--- src/hw/rtl/slot_ring_queue_controller_defines.svh ---
// Assertion macros shared by the slot ring queue controller RTL.
// Depends on nothing; included by files that carry concurrent assertions.
`ifndef SLOT_RING_QUEUE_CONTROLLER_DEFINES_SVH
`define SLOT_RING_QUEUE_CONTROLLER_DEFINES_SVH

// Same-cycle implication, disabled while reset is asserted.
`define SRQ_ASSERT_IMP(label, clk, rst_n, ante, cons, msg) \
  label: assert property (@(posedge clk) disable iff (!rst_n) (ante) |-> (cons)) \
    else $error(msg);

// Next-cycle implication, disabled while reset is asserted.
`define SRQ_ASSERT_NXT(label, clk, rst_n, ante, cons, msg) \
  label: assert property (@(posedge clk) disable iff (!rst_n) (ante) |=> (cons)) \
    else $error(msg);

`endif

--- src/hw/rtl/srq_pkg.sv ---
// Shared types, widths and codes of the slot ring queue controller.
// Depends on nothing; used by the channel interfaces and the top level.
`default_nettype none

package srq_pkg;

  localparam int SLOT_COUNT    = 64;
  localparam int PTR_W         = $clog2(SLOT_COUNT);
  localparam int CNT_W         = $clog2(SLOT_COUNT + 1);
  localparam int LENGTH_BITS   = 16;
  localparam int HDR_W         = LENGTH_BITS + 1;
  localparam int PCT_W         = 7;
  localparam int MARK_W        = CNT_W + PCT_W;
  localparam int PERCENT_SCALE = 100;
  localparam int REQ_W         = 3;
  localparam int CFG_IDX_W     = 3;
  localparam int CFG_DATA_W    = 16;

  typedef logic [PTR_W-1:0]       ptr_t;
  typedef logic [CNT_W-1:0]       cnt_t;
  typedef logic [LENGTH_BITS-1:0] len_t;
  typedef logic [HDR_W-1:0]       hdr_t;
  typedef logic [PCT_W-1:0]       pct_t;
  typedef logic [REQ_W-1:0]       req_code_t;
  typedef logic [CFG_IDX_W-1:0]   cfg_idx_t;
  typedef logic [CFG_DATA_W-1:0]  cfg_data_t;

  typedef enum logic [2:0] {
    ST_OK       = 3'd0,
    ST_INVALID  = 3'd1,
    ST_FULL     = 3'd2,
    ST_EMPTY    = 3'd3,
    ST_OVERSIZE = 3'd4
  } status_t;

  localparam req_code_t REQ_ACQUIRE = 3'd0;
  localparam req_code_t REQ_PUBLISH = 3'd1;
  localparam req_code_t REQ_ABORT   = 3'd2;
  localparam req_code_t REQ_CONSUME = 3'd3;
  localparam req_code_t REQ_RELEASE = 3'd4;

  localparam cfg_idx_t CFG_FILL_LIMIT    = 3'd0;
  localparam cfg_idx_t CFG_SLOTS_IN_USE  = 3'd1;
  localparam cfg_idx_t CFG_PAYLOAD_CAP   = 3'd2;
  localparam cfg_idx_t CFG_LOW_MARK_D    = 3'd3;
  localparam cfg_idx_t CFG_LOW_MARK_E    = 3'd4;
  localparam cfg_idx_t CFG_DROP_OVERSIZE = 3'd5;

  localparam cnt_t FILL_LIMIT_RST   = cnt_t'(SLOT_COUNT);
  localparam cnt_t SLOTS_IN_USE_RST = cnt_t'(SLOT_COUNT);
  localparam len_t PAYLOAD_CAP_RST  = len_t'(60);

endpackage

`default_nettype wire

--- src/hw/rtl/srq_ifs.sv ---
// Valid/ready channel interfaces of the slot ring queue controller:
// request, result and configuration write. Depends on srq_pkg.
`default_nettype none

interface srq_req_if;
  import srq_pkg::*;
  logic      valid;
  logic      ready;
  req_code_t req_type;
  len_t      requested_length;
  ptr_t      slot_number;
  len_t      written_length;
  logic      cut_short_in;

  modport source (output valid, req_type, requested_length, slot_number,
                  written_length, cut_short_in, input ready);
  modport sink   (input valid, req_type, requested_length, slot_number,
                  written_length, cut_short_in, output ready);
endinterface

interface srq_rsp_if;
  import srq_pkg::*;
  logic    valid;
  logic    ready;
  status_t status;
  ptr_t    granted_slot;
  len_t    stored_length;
  logic    cut_short;
  cnt_t    occupancy;
  logic    full_event;
  logic    low_d_event;
  logic    low_e_event;

  modport source (output valid, status, granted_slot, stored_length, cut_short,
                  occupancy, full_event, low_d_event, low_e_event, input ready);
  modport sink   (input valid, status, granted_slot, stored_length, cut_short,
                  occupancy, full_event, low_d_event, low_e_event, output ready);
endinterface

interface srq_cfg_if;
  import srq_pkg::*;
  logic      valid;
  logic      ready;
  cfg_idx_t  index;
  cfg_data_t data;

  modport source (output valid, index, data, input ready);
  modport sink   (input valid, index, data, output ready);
endinterface

`default_nettype wire

--- src/hw/rtl/slot_ring_queue_controller.sv ---
// Slot ring queue controller top level; depends on srq_pkg, srq_ifs and the defines header.
// A request transfer puts its result in the output register at the edge of the transfer,
// visible on the result channel in the next cycle. Throughput: one request per cycle
// while the result channel is ready; the header memory is read at the next read pointer.
// Reset (synchronous, active low) clears pointers, counters, latches, configuration registers
// and the output valid to their defaults; header memory contents stay undefined until published.
`default_nettype none
`include "slot_ring_queue_controller_defines.svh"

module slot_ring_queue_controller (
  input  logic  clk,
  input  logic  rst_n,
  srq_cfg_if.sink   cfg_bus,
  srq_req_if.sink   in_bus,
  srq_rsp_if.source out_bus
);
  import srq_pkg::*;

  // Configuration registers.
  cnt_t fill_limit_r;
  cnt_t slots_in_use_r;
  len_t capacity_r;
  pct_t mark_d_r;
  pct_t mark_e_r;
  logic drop_oversize_r;

  // Queue control state and its next values.
  ptr_t wr_ptr_r,      wr_ptr_nxt;
  ptr_t rd_ptr_r,      rd_ptr_nxt;
  cnt_t fill_cnt_r,    fill_cnt_nxt;
  logic resv_pend_r,   resv_pend_nxt;
  len_t resv_len_r,    resv_len_nxt;
  logic rd_busy_r,     rd_busy_nxt;
  logic full_latch_r,  full_latch_nxt;

  // Header memory. rd_data_r always holds the header at rd_ptr_r: the read is
  // issued at the read pointer's next value, and a same-cycle write is forwarded.
  hdr_t hdr_mem [SLOT_COUNT];
  hdr_t rd_data_r;
  logic mem_we;
  hdr_t mem_wdata;

  // Output register.
  logic    out_valid_r;
  status_t out_status_r;
  ptr_t    out_slot_r;
  len_t    out_len_r;
  logic    out_cut_r;
  cnt_t    out_occ_r;
  logic    out_full_ev_r;
  logic    out_d_ev_r;
  logic    out_e_ev_r;

  // Result of the request being transferred in this cycle.
  status_t res_status;
  ptr_t    res_slot;
  len_t    res_len;
  logic    res_cut;
  logic    res_full_ev;
  logic    res_d_ev;
  logic    res_e_ev;

  logic in_fire;
  logic out_free;
  logic pub_ok;
  cnt_t eff_slots;
  cnt_t eff_limit;
  cnt_t fill_inc;
  cnt_t fill_dec;
  len_t pub_len;
  logic pub_trunc;
  logic [MARK_W-1:0] old_scaled;
  logic [MARK_W-1:0] new_scaled;
  logic [MARK_W-1:0] thr_d;
  logic [MARK_W-1:0] thr_e;
  logic old_below_d, new_below_d, old_below_e, new_below_e;

  // A pointer at or beyond the slot count wraps to zero on its next advance.
  function automatic ptr_t advance_ptr(input ptr_t p, input cnt_t slots);
    cnt_t n;
    n = cnt_t'(p) + 1'b1;
    return (n >= slots) ? '0 : ptr_t'(n);
  endfunction

  // The output register parts the two sides: a new request is taken whenever the
  // current result is absent or leaves in this same cycle. Neither the request nor
  // the configuration channel takes a transfer while reset is held.
  assign out_free     = !out_valid_r || out_bus.ready;
  assign in_bus.ready = out_free && rst_n;
  assign in_fire      = in_bus.valid && in_bus.ready;
  assign cfg_bus.ready = rst_n;

  // Out-of-range slot count and fill limit are clamped into their useful range.
  always_comb begin
    eff_slots = slots_in_use_r;
    if (slots_in_use_r == '0) begin
      eff_slots = cnt_t'(1);
    end else if (slots_in_use_r > cnt_t'(SLOT_COUNT)) begin
      eff_slots = cnt_t'(SLOT_COUNT);
    end
    eff_limit = (fill_limit_r == '0) ? cnt_t'(1) : fill_limit_r;
    if (eff_limit > eff_slots) begin
      eff_limit = eff_slots;
    end
  end

  // Watermark comparisons: occupancy times one hundred against limit times percent.
  assign fill_inc   = fill_cnt_r + 1'b1;
  assign fill_dec   = (fill_cnt_r != '0) ? fill_cnt_r - 1'b1 : '0;
  assign old_scaled = MARK_W'(fill_cnt_r) * MARK_W'(PERCENT_SCALE);
  assign new_scaled = MARK_W'(fill_dec) * MARK_W'(PERCENT_SCALE);
  assign thr_d      = MARK_W'(eff_limit) * MARK_W'(mark_d_r);
  assign thr_e      = MARK_W'(eff_limit) * MARK_W'(mark_e_r);
  assign old_below_d = (mark_d_r != '0) && (old_scaled < thr_d);
  assign new_below_d = (mark_d_r != '0) && (new_scaled < thr_d);
  assign old_below_e = (mark_e_r != '0) && (old_scaled < thr_e);
  assign new_below_e = (mark_e_r != '0) && (new_scaled < thr_e);

  // Publish clamps the length to the capacity; clamping, an oversize reservation
  // or the producer's own mark sets the truncated bit.
  always_comb begin
    pub_len   = in_bus.written_length;
    pub_trunc = in_bus.cut_short_in || (resv_len_r > capacity_r);
    if (in_bus.written_length > capacity_r) begin
      pub_len   = capacity_r;
      pub_trunc = 1'b1;
    end
  end

  // Request decode. A failed request reports only its status and the occupancy.
  always_comb begin
    wr_ptr_nxt     = wr_ptr_r;
    rd_ptr_nxt     = rd_ptr_r;
    fill_cnt_nxt   = fill_cnt_r;
    resv_pend_nxt  = resv_pend_r;
    resv_len_nxt   = resv_len_r;
    rd_busy_nxt    = rd_busy_r;
    full_latch_nxt = full_latch_r;
    res_status     = ST_OK;
    res_slot       = '0;
    res_len        = '0;
    res_cut        = 1'b0;
    res_full_ev    = 1'b0;
    res_d_ev       = 1'b0;
    res_e_ev       = 1'b0;
    pub_ok         = 1'b0;
    if (in_fire) begin
      case (in_bus.req_type)
        REQ_ACQUIRE: begin
          if (resv_pend_r) begin
            res_status = ST_INVALID;
          end else if (fill_cnt_r >= eff_limit) begin
            res_status = ST_FULL;
          end else if (drop_oversize_r && in_bus.requested_length != '0 &&
                       in_bus.requested_length > capacity_r) begin
            res_status = ST_OVERSIZE;
          end else begin
            resv_pend_nxt = 1'b1;
            resv_len_nxt  = in_bus.requested_length;
            res_slot      = wr_ptr_r;
            res_len       = capacity_r;
          end
        end
        REQ_PUBLISH: begin
          if (!resv_pend_r || in_bus.slot_number != wr_ptr_r) begin
            res_status = ST_INVALID;
          end else begin
            pub_ok        = 1'b1;
            wr_ptr_nxt    = advance_ptr(wr_ptr_r, eff_slots);
            fill_cnt_nxt  = fill_inc;
            resv_pend_nxt = 1'b0;
            resv_len_nxt  = '0;
            res_len       = pub_len;
            res_cut       = pub_trunc;
            // The full event fires once, then waits for the D watermark to rearm it.
            if (fill_inc >= eff_limit && !full_latch_r) begin
              full_latch_nxt = 1'b1;
              res_full_ev    = 1'b1;
            end
          end
        end
        REQ_ABORT: begin
          if (!resv_pend_r) begin
            res_status = ST_INVALID;
          end else begin
            resv_pend_nxt = 1'b0;
            resv_len_nxt  = '0;
          end
        end
        REQ_CONSUME: begin
          if (rd_busy_r) begin
            res_status = ST_INVALID;
          end else if (fill_cnt_r == '0) begin
            res_status = ST_EMPTY;
          end else begin
            rd_busy_nxt = 1'b1;
            res_slot    = rd_ptr_r;
            res_len     = rd_data_r[LENGTH_BITS-1:0];
            res_cut     = rd_data_r[LENGTH_BITS];
          end
        end
        REQ_RELEASE: begin
          if (!rd_busy_r || in_bus.slot_number != rd_ptr_r) begin
            res_status = ST_INVALID;
          end else begin
            rd_ptr_nxt   = advance_ptr(rd_ptr_r, eff_slots);
            fill_cnt_nxt = fill_dec;
            rd_busy_nxt  = 1'b0;
            // Any change of side at the D watermark rearms the full event.
            if (old_below_d != new_below_d) begin
              full_latch_nxt = 1'b0;
            end
            res_d_ev = !old_below_d && new_below_d;
            res_e_ev = !old_below_e && new_below_e;
          end
        end
        default: begin
          res_status = ST_INVALID;
        end
      endcase
    end
  end

  assign mem_we    = pub_ok;
  assign mem_wdata = {pub_trunc, pub_len};

  // Configuration writes; an index beyond the register list is ignored.
  always_ff @(posedge clk) begin
    if (!rst_n) begin
      fill_limit_r    <= FILL_LIMIT_RST;
      slots_in_use_r  <= SLOTS_IN_USE_RST;
      capacity_r      <= PAYLOAD_CAP_RST;
      mark_d_r        <= '0;
      mark_e_r        <= '0;
      drop_oversize_r <= 1'b0;
    end else if (cfg_bus.valid && cfg_bus.ready) begin
      case (cfg_bus.index)
        CFG_FILL_LIMIT:    fill_limit_r    <= cfg_bus.data[CNT_W-1:0];
        CFG_SLOTS_IN_USE:  slots_in_use_r  <= cfg_bus.data[CNT_W-1:0];
        CFG_PAYLOAD_CAP:   capacity_r      <= cfg_bus.data[LENGTH_BITS-1:0];
        CFG_LOW_MARK_D:    mark_d_r        <= cfg_bus.data[PCT_W-1:0];
        CFG_LOW_MARK_E:    mark_e_r        <= cfg_bus.data[PCT_W-1:0];
        CFG_DROP_OVERSIZE: drop_oversize_r <= cfg_bus.data[0];
        default: begin
        end
      endcase
    end
  end

  // Queue control state.
  always_ff @(posedge clk) begin
    if (!rst_n) begin
      wr_ptr_r     <= '0;
      rd_ptr_r     <= '0;
      fill_cnt_r   <= '0;
      resv_pend_r  <= 1'b0;
      resv_len_r   <= '0;
      rd_busy_r    <= 1'b0;
      full_latch_r <= 1'b0;
    end else begin
      wr_ptr_r     <= wr_ptr_nxt;
      rd_ptr_r     <= rd_ptr_nxt;
      fill_cnt_r   <= fill_cnt_nxt;
      resv_pend_r  <= resv_pend_nxt;
      resv_len_r   <= resv_len_nxt;
      rd_busy_r    <= rd_busy_nxt;
      full_latch_r <= full_latch_nxt;
    end
  end

  // Header memory: one write port at the write pointer, one registered read port
  // addressed by the read pointer's next value.
  always_ff @(posedge clk) begin
    if (mem_we) begin
      hdr_mem[wr_ptr_r] <= mem_wdata;
    end
  end

  always_ff @(posedge clk) begin
    if (mem_we && wr_ptr_r == rd_ptr_nxt) begin
      rd_data_r <= mem_wdata;
    end else begin
      rd_data_r <= hdr_mem[rd_ptr_nxt];
    end
  end

  // Output register.
  always_ff @(posedge clk) begin
    if (!rst_n) begin
      out_valid_r <= 1'b0;
    end else if (in_fire) begin
      out_valid_r <= 1'b1;
    end else if (out_bus.ready) begin
      out_valid_r <= 1'b0;
    end
  end

  always_ff @(posedge clk) begin
    if (in_fire) begin
      out_status_r  <= res_status;
      out_slot_r    <= res_slot;
      out_len_r     <= res_len;
      out_cut_r     <= res_cut;
      out_occ_r     <= fill_cnt_nxt;
      out_full_ev_r <= res_full_ev;
      out_d_ev_r    <= res_d_ev;
      out_e_ev_r    <= res_e_ev;
    end
  end

  assign out_bus.valid         = out_valid_r;
  assign out_bus.status        = out_status_r;
  assign out_bus.granted_slot  = out_slot_r;
  assign out_bus.stored_length = out_len_r;
  assign out_bus.cut_short     = out_cut_r;
  assign out_bus.occupancy     = out_occ_r;
  assign out_bus.full_event    = out_full_ev_r;
  assign out_bus.low_d_event   = out_d_ev_r;
  assign out_bus.low_e_event   = out_e_ev_r;

  // A successful publish adds exactly one slot to the occupancy.
  `SRQ_ASSERT_NXT(a_publish_count, clk, rst_n, pub_ok,
    fill_cnt_r == $past(fill_cnt_r) + 1'b1, "publish did not advance fill count")
  // A pending full event in the output register implies the latch is set.
  `SRQ_ASSERT_IMP(a_full_latched, clk, rst_n, out_valid_r && out_full_ev_r,
    full_latch_r, "full event reported without full latch")
  // A consumed slot is always counted in the occupancy until it is released.
  `SRQ_ASSERT_IMP(a_busy_occupied, clk, rst_n, rd_busy_r,
    fill_cnt_r != '0, "reader busy with zero occupancy")
  // A good consume returns the slot at the old read pointer and marks the reader busy.
  `SRQ_ASSERT_NXT(a_consume_slot, clk, rst_n,
    in_fire && in_bus.req_type == REQ_CONSUME && res_status == ST_OK,
    rd_busy_r && out_slot_r == $past(rd_ptr_r), "consume returned wrong slot")

endmodule

`default_nettype wire

--- src/flat_wrapper.sv ---
// flat-port wrapper written by rule: the top's interface ports become plain ports
module slot_ring_queue_controller_flat import srq_pkg::*;
  (clk, rst_n, cfg_bus_valid, cfg_bus_index, cfg_bus_data, cfg_bus_ready, in_bus_valid, in_bus_req_type, in_bus_requested_length, in_bus_slot_number, in_bus_written_length, in_bus_cut_short_in, in_bus_ready, out_bus_valid, out_bus_status, out_bus_granted_slot, out_bus_stored_length, out_bus_cut_short, out_bus_occupancy, out_bus_full_event, out_bus_low_d_event, out_bus_low_e_event, out_bus_ready);
  srq_cfg_if cfg_bus_i ();
  srq_req_if in_bus_i ();
  srq_rsp_if out_bus_i ();
  input  logic clk;
  input  logic rst_n;
  input wire logic [$bits(cfg_bus_i.valid)-1:0] cfg_bus_valid;
  input wire logic [$bits(cfg_bus_i.index)-1:0] cfg_bus_index;
  input wire logic [$bits(cfg_bus_i.data)-1:0] cfg_bus_data;
  output wire logic [$bits(cfg_bus_i.ready)-1:0] cfg_bus_ready;
  input wire logic [$bits(in_bus_i.valid)-1:0] in_bus_valid;
  input wire logic [$bits(in_bus_i.req_type)-1:0] in_bus_req_type;
  input wire logic [$bits(in_bus_i.requested_length)-1:0] in_bus_requested_length;
  input wire logic [$bits(in_bus_i.slot_number)-1:0] in_bus_slot_number;
  input wire logic [$bits(in_bus_i.written_length)-1:0] in_bus_written_length;
  input wire logic [$bits(in_bus_i.cut_short_in)-1:0] in_bus_cut_short_in;
  output wire logic [$bits(in_bus_i.ready)-1:0] in_bus_ready;
  output wire logic [$bits(out_bus_i.valid)-1:0] out_bus_valid;
  output wire logic [$bits(out_bus_i.status)-1:0] out_bus_status;
  output wire logic [$bits(out_bus_i.granted_slot)-1:0] out_bus_granted_slot;
  output wire logic [$bits(out_bus_i.stored_length)-1:0] out_bus_stored_length;
  output wire logic [$bits(out_bus_i.cut_short)-1:0] out_bus_cut_short;
  output wire logic [$bits(out_bus_i.occupancy)-1:0] out_bus_occupancy;
  output wire logic [$bits(out_bus_i.full_event)-1:0] out_bus_full_event;
  output wire logic [$bits(out_bus_i.low_d_event)-1:0] out_bus_low_d_event;
  output wire logic [$bits(out_bus_i.low_e_event)-1:0] out_bus_low_e_event;
  input wire logic [$bits(out_bus_i.ready)-1:0] out_bus_ready;
  assign cfg_bus_i.valid = cfg_bus_valid;
  assign cfg_bus_i.index = cfg_bus_index;
  assign cfg_bus_i.data = cfg_bus_data;
  assign cfg_bus_ready = cfg_bus_i.ready;
  assign in_bus_i.valid = in_bus_valid;
  assign in_bus_i.req_type = in_bus_req_type;
  assign in_bus_i.requested_length = in_bus_requested_length;
  assign in_bus_i.slot_number = in_bus_slot_number;
  assign in_bus_i.written_length = in_bus_written_length;
  assign in_bus_i.cut_short_in = in_bus_cut_short_in;
  assign in_bus_ready = in_bus_i.ready;
  assign out_bus_valid = out_bus_i.valid;
  assign out_bus_status = out_bus_i.status;
  assign out_bus_granted_slot = out_bus_i.granted_slot;
  assign out_bus_stored_length = out_bus_i.stored_length;
  assign out_bus_cut_short = out_bus_i.cut_short;
  assign out_bus_occupancy = out_bus_i.occupancy;
  assign out_bus_full_event = out_bus_i.full_event;
  assign out_bus_low_d_event = out_bus_i.low_d_event;
  assign out_bus_low_e_event = out_bus_i.low_e_event;
  assign out_bus_i.ready = out_bus_ready;
  slot_ring_queue_controller u_core (.clk(clk), .rst_n(rst_n), .cfg_bus(cfg_bus_i), .in_bus(in_bus_i), .out_bus(out_bus_i));
endmodule
--- config.mk ---
export PLATFORM = sky130hd
export DESIGN_NAME = slot_ring_queue_controller_flat
export DESIGN_NICKNAME = d
export VERILOG_FILES = /design/src/hw/rtl/srq_pkg.sv /design/src/hw/rtl/srq_ifs.sv /design/src/hw/rtl/slot_ring_queue_controller.sv /design/src/flat_wrapper.sv
export VERILOG_INCLUDE_DIRS = /design/src /design/src/hw/rtl
export SDC_FILE = /design/constraint.sdc
export NUM_CORES = 2
export LEC_CHECK = 0
export BUFFER_PORTS_ARGS = -buffer_cell sky130_fd_sc_hd__buf_2
export CAP_MARGIN = 20
export CORE_MARGIN = 2
export CORE_UTILIZATION = 55
export DETAILED_ROUTE_END_ITERATION = 6
export PLACE_DENSITY = 0.71
export SETUP_SLACK_MARGIN = 0.2
export SLEW_MARGIN = 20
export SYNTH_ARGS = -nofsm -noshare
export SYNTH_HDL_FRONTEND = slang
export SYNTH_SLANG_ARGS = --single-unit
export TNS_END_PERCENT = 1
--- constraint.sdc ---
create_clock -name clk -period 10.6 [get_ports clk]
set_input_delay 0.53 -clock clk [delete_from_list [all_inputs] [get_ports clk]]
set_output_delay 0.53 -clock clk [all_outputs]
set_load 0.01 [all_outputs]
# [Yosys cells after proc, flatten, opt, wreduce, memory -nomap -nowiden]
# Memory sizes are Yosys's and may differ from the RTL's. A register that Yosys moved wholly into a read port is not among the register bits.
# Cells that the tools add are included.
# Widths: inputs -> output; s select.
[word_totals] ff_bits=120 latch_bits=0 ram_bits=1088 mem_bits_ro=0 in_bits=66 output_inout_bits=39 memories=1
[memory_table] memory="u_core.hdr_mem" depth=64 width=17 read_ports=1 rd_clocked_by_memory_dff=1 wr=1 line="slot_ring_queue_controller.sv:38" text="hdr_t hdr_mem [SLOT_COUNT];"
[classes] n_addsub=4 n_mul=4 div_mod_pow=0 n_lt_le_gt_ge=13 n_eq_ne=20 n_shift=0 n_mux=70 n_bitwise=3 n_reduce_logical=48
[op_table] operator="$mux 16" count=12
[op_table] operator="$pmux 16 s3" count=2
[op_table] operator="$mux 6" count=10
[op_table] operator="$lt 14x14->1" count=4
[op_table] operator="$mux 7" count=8
[op_table] operator="$gt 16x16->1" count=3
[op_table] operator="$ge 7x7->1" count=4
[op_table] operator="$mul 7x7->14" count=2
[op_table] operator="$mux 1" count=26
[op_table] operator="$mul 7x5->12 const B" count=2
[op_table] operator="$logic_not 7->1" count=3
[op_table] operator="$reduce_bool 7->1" count=3
[op_table] operator="$reduce_bool 16->1" count=1
[op_table] operator="$pmux 3 s5" count=1
[op_table] operator="$add 6x1->7 const B" count=2
[op_table] operator="$pmux 7 s2" count=1
[op_table] operator="$eq 3x2->1 const B" count=4
[op_table] operator="$logic_and 1x1->1" count=12
[op_table] operator="$mux 3" count=4
[op_table] operator="$ne 6x6->1" count=2
[op_table] operator="$pmux 6 s2" count=1
[op_table] operator="$reduce_and 2->1" count=6
[op_table] operator="$ne 2x2->1 const B" count=5
[op_table] operator="$eq 3x3->1 const B" count=3
[op_table] operator="other kinds (20)" count=41

# [Logic depth before layout (Yosys ltp)]
[depth] word_depth=12 ltp_mapped=36 depth_no_buf=35

# [Worst setup path before layout]
# Ideal clock, no wire load.
[synth_path] kind="reg2reg" from="reg u_core.slots_in_use_r[5]" to="reg u_core.full_latch_r" arrival_ps=7829 required_ps=10514 path_slack_ps=2685 path_stages_with_launch=35 path_buffers=1 period_less_slack_ps=7915 path_cell_list="dfxtp_1 nor2b_1 inv_1 ha_1 and3_1 a211oi_1 nor2_1 mux2_2 clkbuf_1 nand2_1 fa_1 fa_1 inv_1 fa_1 inv_1 fa_1 inv_1 ha_1 nand3_1 o211ai_1 nor2_1 xor2_1 ha_1 a21o_1 a21o_1 a21o_1 a21oi_1 o211ai_1 maj3_1 maj3_1 o2bb2ai_1 ha_1 a221oi_1 nor2_1 a211oi_1"
[synth_between] elab_chain_cells=11 word_cells_on_any_way=17
[synth_lines] element="start, declared" line="slot_ring_queue_controller.sv:21" text="cnt_t slots_in_use_r;"
[synth_lines] element="start signal, assigned" line="slot_ring_queue_controller.sv:239" text="CFG_SLOTS_IN_USE: slots_in_use_r <= cfg_bus.data[CNT_W-1:0];"
[synth_lines] element="$gt 7x7->1" line="slot_ring_queue_controller.sv:98" text="end else if (slots_in_use_r > cnt_t'(SLOT_COUNT)) begin"
[synth_lines] element="$mux 7" line="slot_ring_queue_controller.sv:98"
[synth_lines] element="$mux 7 (*)" line="slot_ring_queue_controller.sv:96" text="if (slots_in_use_r == '0) begin"
[synth_lines] element="$gt 7x7->1" line="slot_ring_queue_controller.sv:102" text="if (eff_limit > eff_slots) begin"
[synth_lines] element="$mux 7 (*)" line="slot_ring_queue_controller.sv:102"
[synth_lines] element="$mul 7x7->14" line="slot_ring_queue_controller.sv:112" text="assign thr_d = MARK_W'(eff_limit) * MARK_W'(mark_d_r);"
[synth_lines] element="$lt 14x14->1, on equally long branches" line="slot_ring_queue_controller.sv:114, slot_ring_queue_controller.sv:115"
[synth_lines] element="$logic_and 1x1->1, on equally long branches" line="slot_ring_queue_controller.sv:114, slot_ring_queue_controller.sv:115"
[synth_lines] element="$ne 1x1->1" line="slot_ring_queue_controller.sv:210" text="if (old_below_d != new_below_d) begin"
[synth_lines] element="$ne 2x1->1 (no line)"
[synth_lines] element="$reduce_and 6->1 (no line) (*)"
[synth_lines] element="end signal, assigned" line="slot_ring_queue_controller.sv:267" text="full_latch_r <= full_latch_nxt;"
[synth_lines] element="end, declared" line="slot_ring_queue_controller.sv:34" text="logic full_latch_r, full_latch_nxt;"
# Mark *: on every way between the ends. The rest lies on a longest branch, timed or not.
# A chain may end at the register's enable or synchronous reset.

# [Worst setup path in the final report]
[layout_path] from="reg u_core.slots_in_use_r[6]" to="reg u_core.full_latch_r"
# Same word-level chain as after synthesis.

==> results_dict.tcl <==
set metrics [dict create \
    tns_ps 0 \
    intPower_mw 7.54 \
    finalWirelength_um 131000 \
    slew_headroom_pct 30.8 \
    clkLatencyLatePin_ps 700 \
    post-place-ws_ps 1660 \
    worst_pin_slew_ps 1040 \
    clock_path_buffers 3 \
    crit_slowest_cell "a211oi_1" \
    violations "design-rule violations" \
    hold_end "u_core.capacity_r[13]" \
    hold_ws_ps 103 \
    end_kind "flop" \
    grt_start_max_net_pins 104 \
    final_nets 3674 \
    synthDistinctLibCells 71 \
    cp.arrival_ps 9680 \
    ir_drop_mv 0.158 \
    async_flop_share_pct 0 \
    timing.fmax_mhz 110 \
    path_class "flop to flop" \
    layout_common_cells "edfxtp_1, mux4_2, ha_1" \
    drc 4 \
    grt_setup_unrepaired "no" \
    register_area_um2 35600 \
    layout_commonest_cell "edfxtp_1" \
    fillCellCount 6940 \
    drtIter0Drc 3310 \
    wl_per_cell_um 27.9 \
    required_ps 11180 \
    drive_gt1_share_pct 22.5 \
    ff2ff_path_depth 34 \
    multi_input_area_um2 18200 \
    r2r_start "u_core.slots_in_use_r[6]" \
    pin_count 105 \
    fin_crit_ps 9100 \
    cts_setup_buffers 0 \
    cts.htree.levels 3 \
    setup_viol 0 \
    dp_hpwl_um 83900 \
    syn_to_final_growth_pct 11.3 \
    period_share_pct 85.8 \
    final-max-slew-violation-count 0 \
    track_usage_pct 25.9 \
    grt_pass1_wl_um 196000 \
    die_x_um 319 \
    cts_tree "done" \
    power_frac_seq_pct 55.7 \
    die_area_um2 102000 \
    hold_start "cfg_bus_data[13]" \
    cts_root_buf "clkbuf_16" \
    vias 29700 \
    r2r_end "u_core.full_latch_r" \
    finClkSkew_ps 40.9 \
    fin_util_pct 61.8 \
    netlist_area_um2 54600 \
    cp_slowest_stage_delay_ps 650 \
    p_leak_nw 20.9 \
    p_per_area_nw_per_um2 156 \
    cts-resized-gates 0 \
    hp-class "input port to flop" \
    die_y_um 319 \
    drt_pass1_iterations 7 \
    hold_buffers 0 \
    synth_flop_cell "edfxtp_1" \
    yosys.area.top_type_share_pct 61.8 \
    start_kind "flop" \
    worstPathMaxFanout 15 \
    synth_edf_count 1124 \
    cts_inserted_buffers 112 \
    gp_congestion 0.895 \
    grt_pass1_vias 30100 \
    clkPwrFrac_pct 41.6 \
    outcome "finished with violations" \
    avgSynthCellArea_um2 17.5 \
    synth_cells 3124 \
    ant_nets 0 \
    yosysTopAreaCell "edfxtp_1" \
    reg2reg_slack_ps 1500 \
    synth-seq-cells 1214 \
    combPwrFrac_pct 2.7 \
    viasPerCell 6.34 \
    power.switching_mw 1.94 \
    initial_core_util_pct 55.5 \
    p_total_mw 9.47 \
    gr-total-overflow 0 \
    p_sw_share_pct 20.4 \
    hold_violations 0 \
    synth.area.top_cells "edfxtp_1, mux4_2, ha_1, dfxtp_1, fa_1" \
    clk_pin_slew_ps 60 \
    synth_nets 3493 \
    cap_viol_max_count 0 \
    core_um2 98400 \
    crit_top_cell "inv_1" \
    ys.warnings.count 0 \
    ys_seq_area_share_pct 65.1 \
    min_path_cells 3 \
    antenna_found_initial 7 \
    port_buffers 104 \
    numClockSinks 1214 \
    setup_ws_ps 1500 \
    std_cell_rows 115 \
]
==> final cells by class <==
cell class	instances	area share, %
inverter	136	0.839
clock inverter	72	1.13
clock buffer	134	4.80
timing repair buffer	211	2.20
multi-input combinational	1630	29.9
tap	1287	2.65
antenna	2	0.00823
sequential	1214	58.5
==> per-layer routing <==
layer  up-vias  share of wire (%)  GRT usage (%)
met5         -              0.050              0
li1      12700                  -              -
met4         8                2.8           7.37
met3       213                7.6           4.84
met1     15500                 40           35.8
met2      1278                 50           42.7
==> Yosys cell counts, drive strengths merged (13+ instances only) <==
cell type / n
edfxtp: 1124
mux4: 357
ha: 251
nor2: 155
inv: 136
nand2: 115
clkbuf: 104
dfxtp: 90
a21oi: 85
o21ai: 83
and2: 68
fa: 52
nor2b: 52
a21o: 40
buf: 40
xnor2: 39
nand3: 31
nand2b: 26
nor3: 23
xor2: 22
nand4: 21
mux2i: 17
a221o: 16
or4b: 15
nor4: 13
==> cells by family (layout without fill, tap and decap cells) <==
family / after synthesis / in the layout / synth area share (%)
adders and majority gates: 306 / 306 / 7.71
buffers and inverters: 280 / 553 / 2.00
xor gates and xnor gates: 61 / 61 / 0.978
and+or+nand+nor: 564 / 564 / 5.28
DFF: 1214 / 1214 / 65.1
muxes: 379 / 379 / 15.1
AOI/OAI and AO/OA: 320 / 320 / 3.80
other: 0 / 2 / 0
==> power by group through the flow <==
stage / sequential [mW] / combinational (mW) / clock (mW)
after floorplan: 5.39 / 0.128 / 0
after global placement: 5.38 / 0.235 / 0
after detailed placement: 5.38 / 0.251 / 0
after CTS: 5.28 / 0.252 / 4.00
after global routing: 5.27 / 0.277 / 4.18
final: 5.28 / 0.252 / 3.94
==> metrics by stage <==
step	std cells	instance area, um^2
floorplan	3124	54600
CTS	4683	60800
global placement	4477	57200
global route	4685	60800
finish	4686	60800
detailed placement	4477	57200
==> sequential cells by signal, indices dropped and copies added (netlist names), 7 cells and up, named ones only <==
register / flops
u_core.capacity_r: 16
u_core.resv_len_r: 16
u_core.mark_e_r: 7
u_core.fill_limit_r: 7
u_core.fill_cnt_r: 7
u_core.mark_d_r: 7
u_core.out_bus.stored_length: 16
u_core.out_bus.occupancy: 7
u_core.slots_in_use_r: 7
u_core.hdr_mem: 1088
==> how the worst max path moves through the flow <==
stage,from,endpoint
after floorplan,u_core.slots_in_use_r[5],u_core.full_latch_r
after global placement,u_core.slots_in_use_r[6],u_core.full_latch_r
after detailed placement,u_core.slots_in_use_r[6],u_core.full_latch_r
after CTS,u_core.slots_in_use_r[6],u_core.full_latch_r
after global routing,u_core.slots_in_use_r[6],u_core.full_latch_r
final,u_core.slots_in_use_r[6],u_core.full_latch_r
==> worst max-delay path, delay by kind of cell (launching register included) <==
| family | cells | cell delay [ps] |
|---|---|---|
| adders and majority gates | 9 | 3750 |
| xor gates and xnor gates | 1 | 220 |
| buffers and inverters | 5 | 430 |
| DFF | 1 | 360 |
| and+or+nand+nor | 8 | 1310 |
| AOI/OAI and AO/OA | 10 | 2460 |
| muxes | 1 | 460 |
Power figures use the tool's default switching activity.
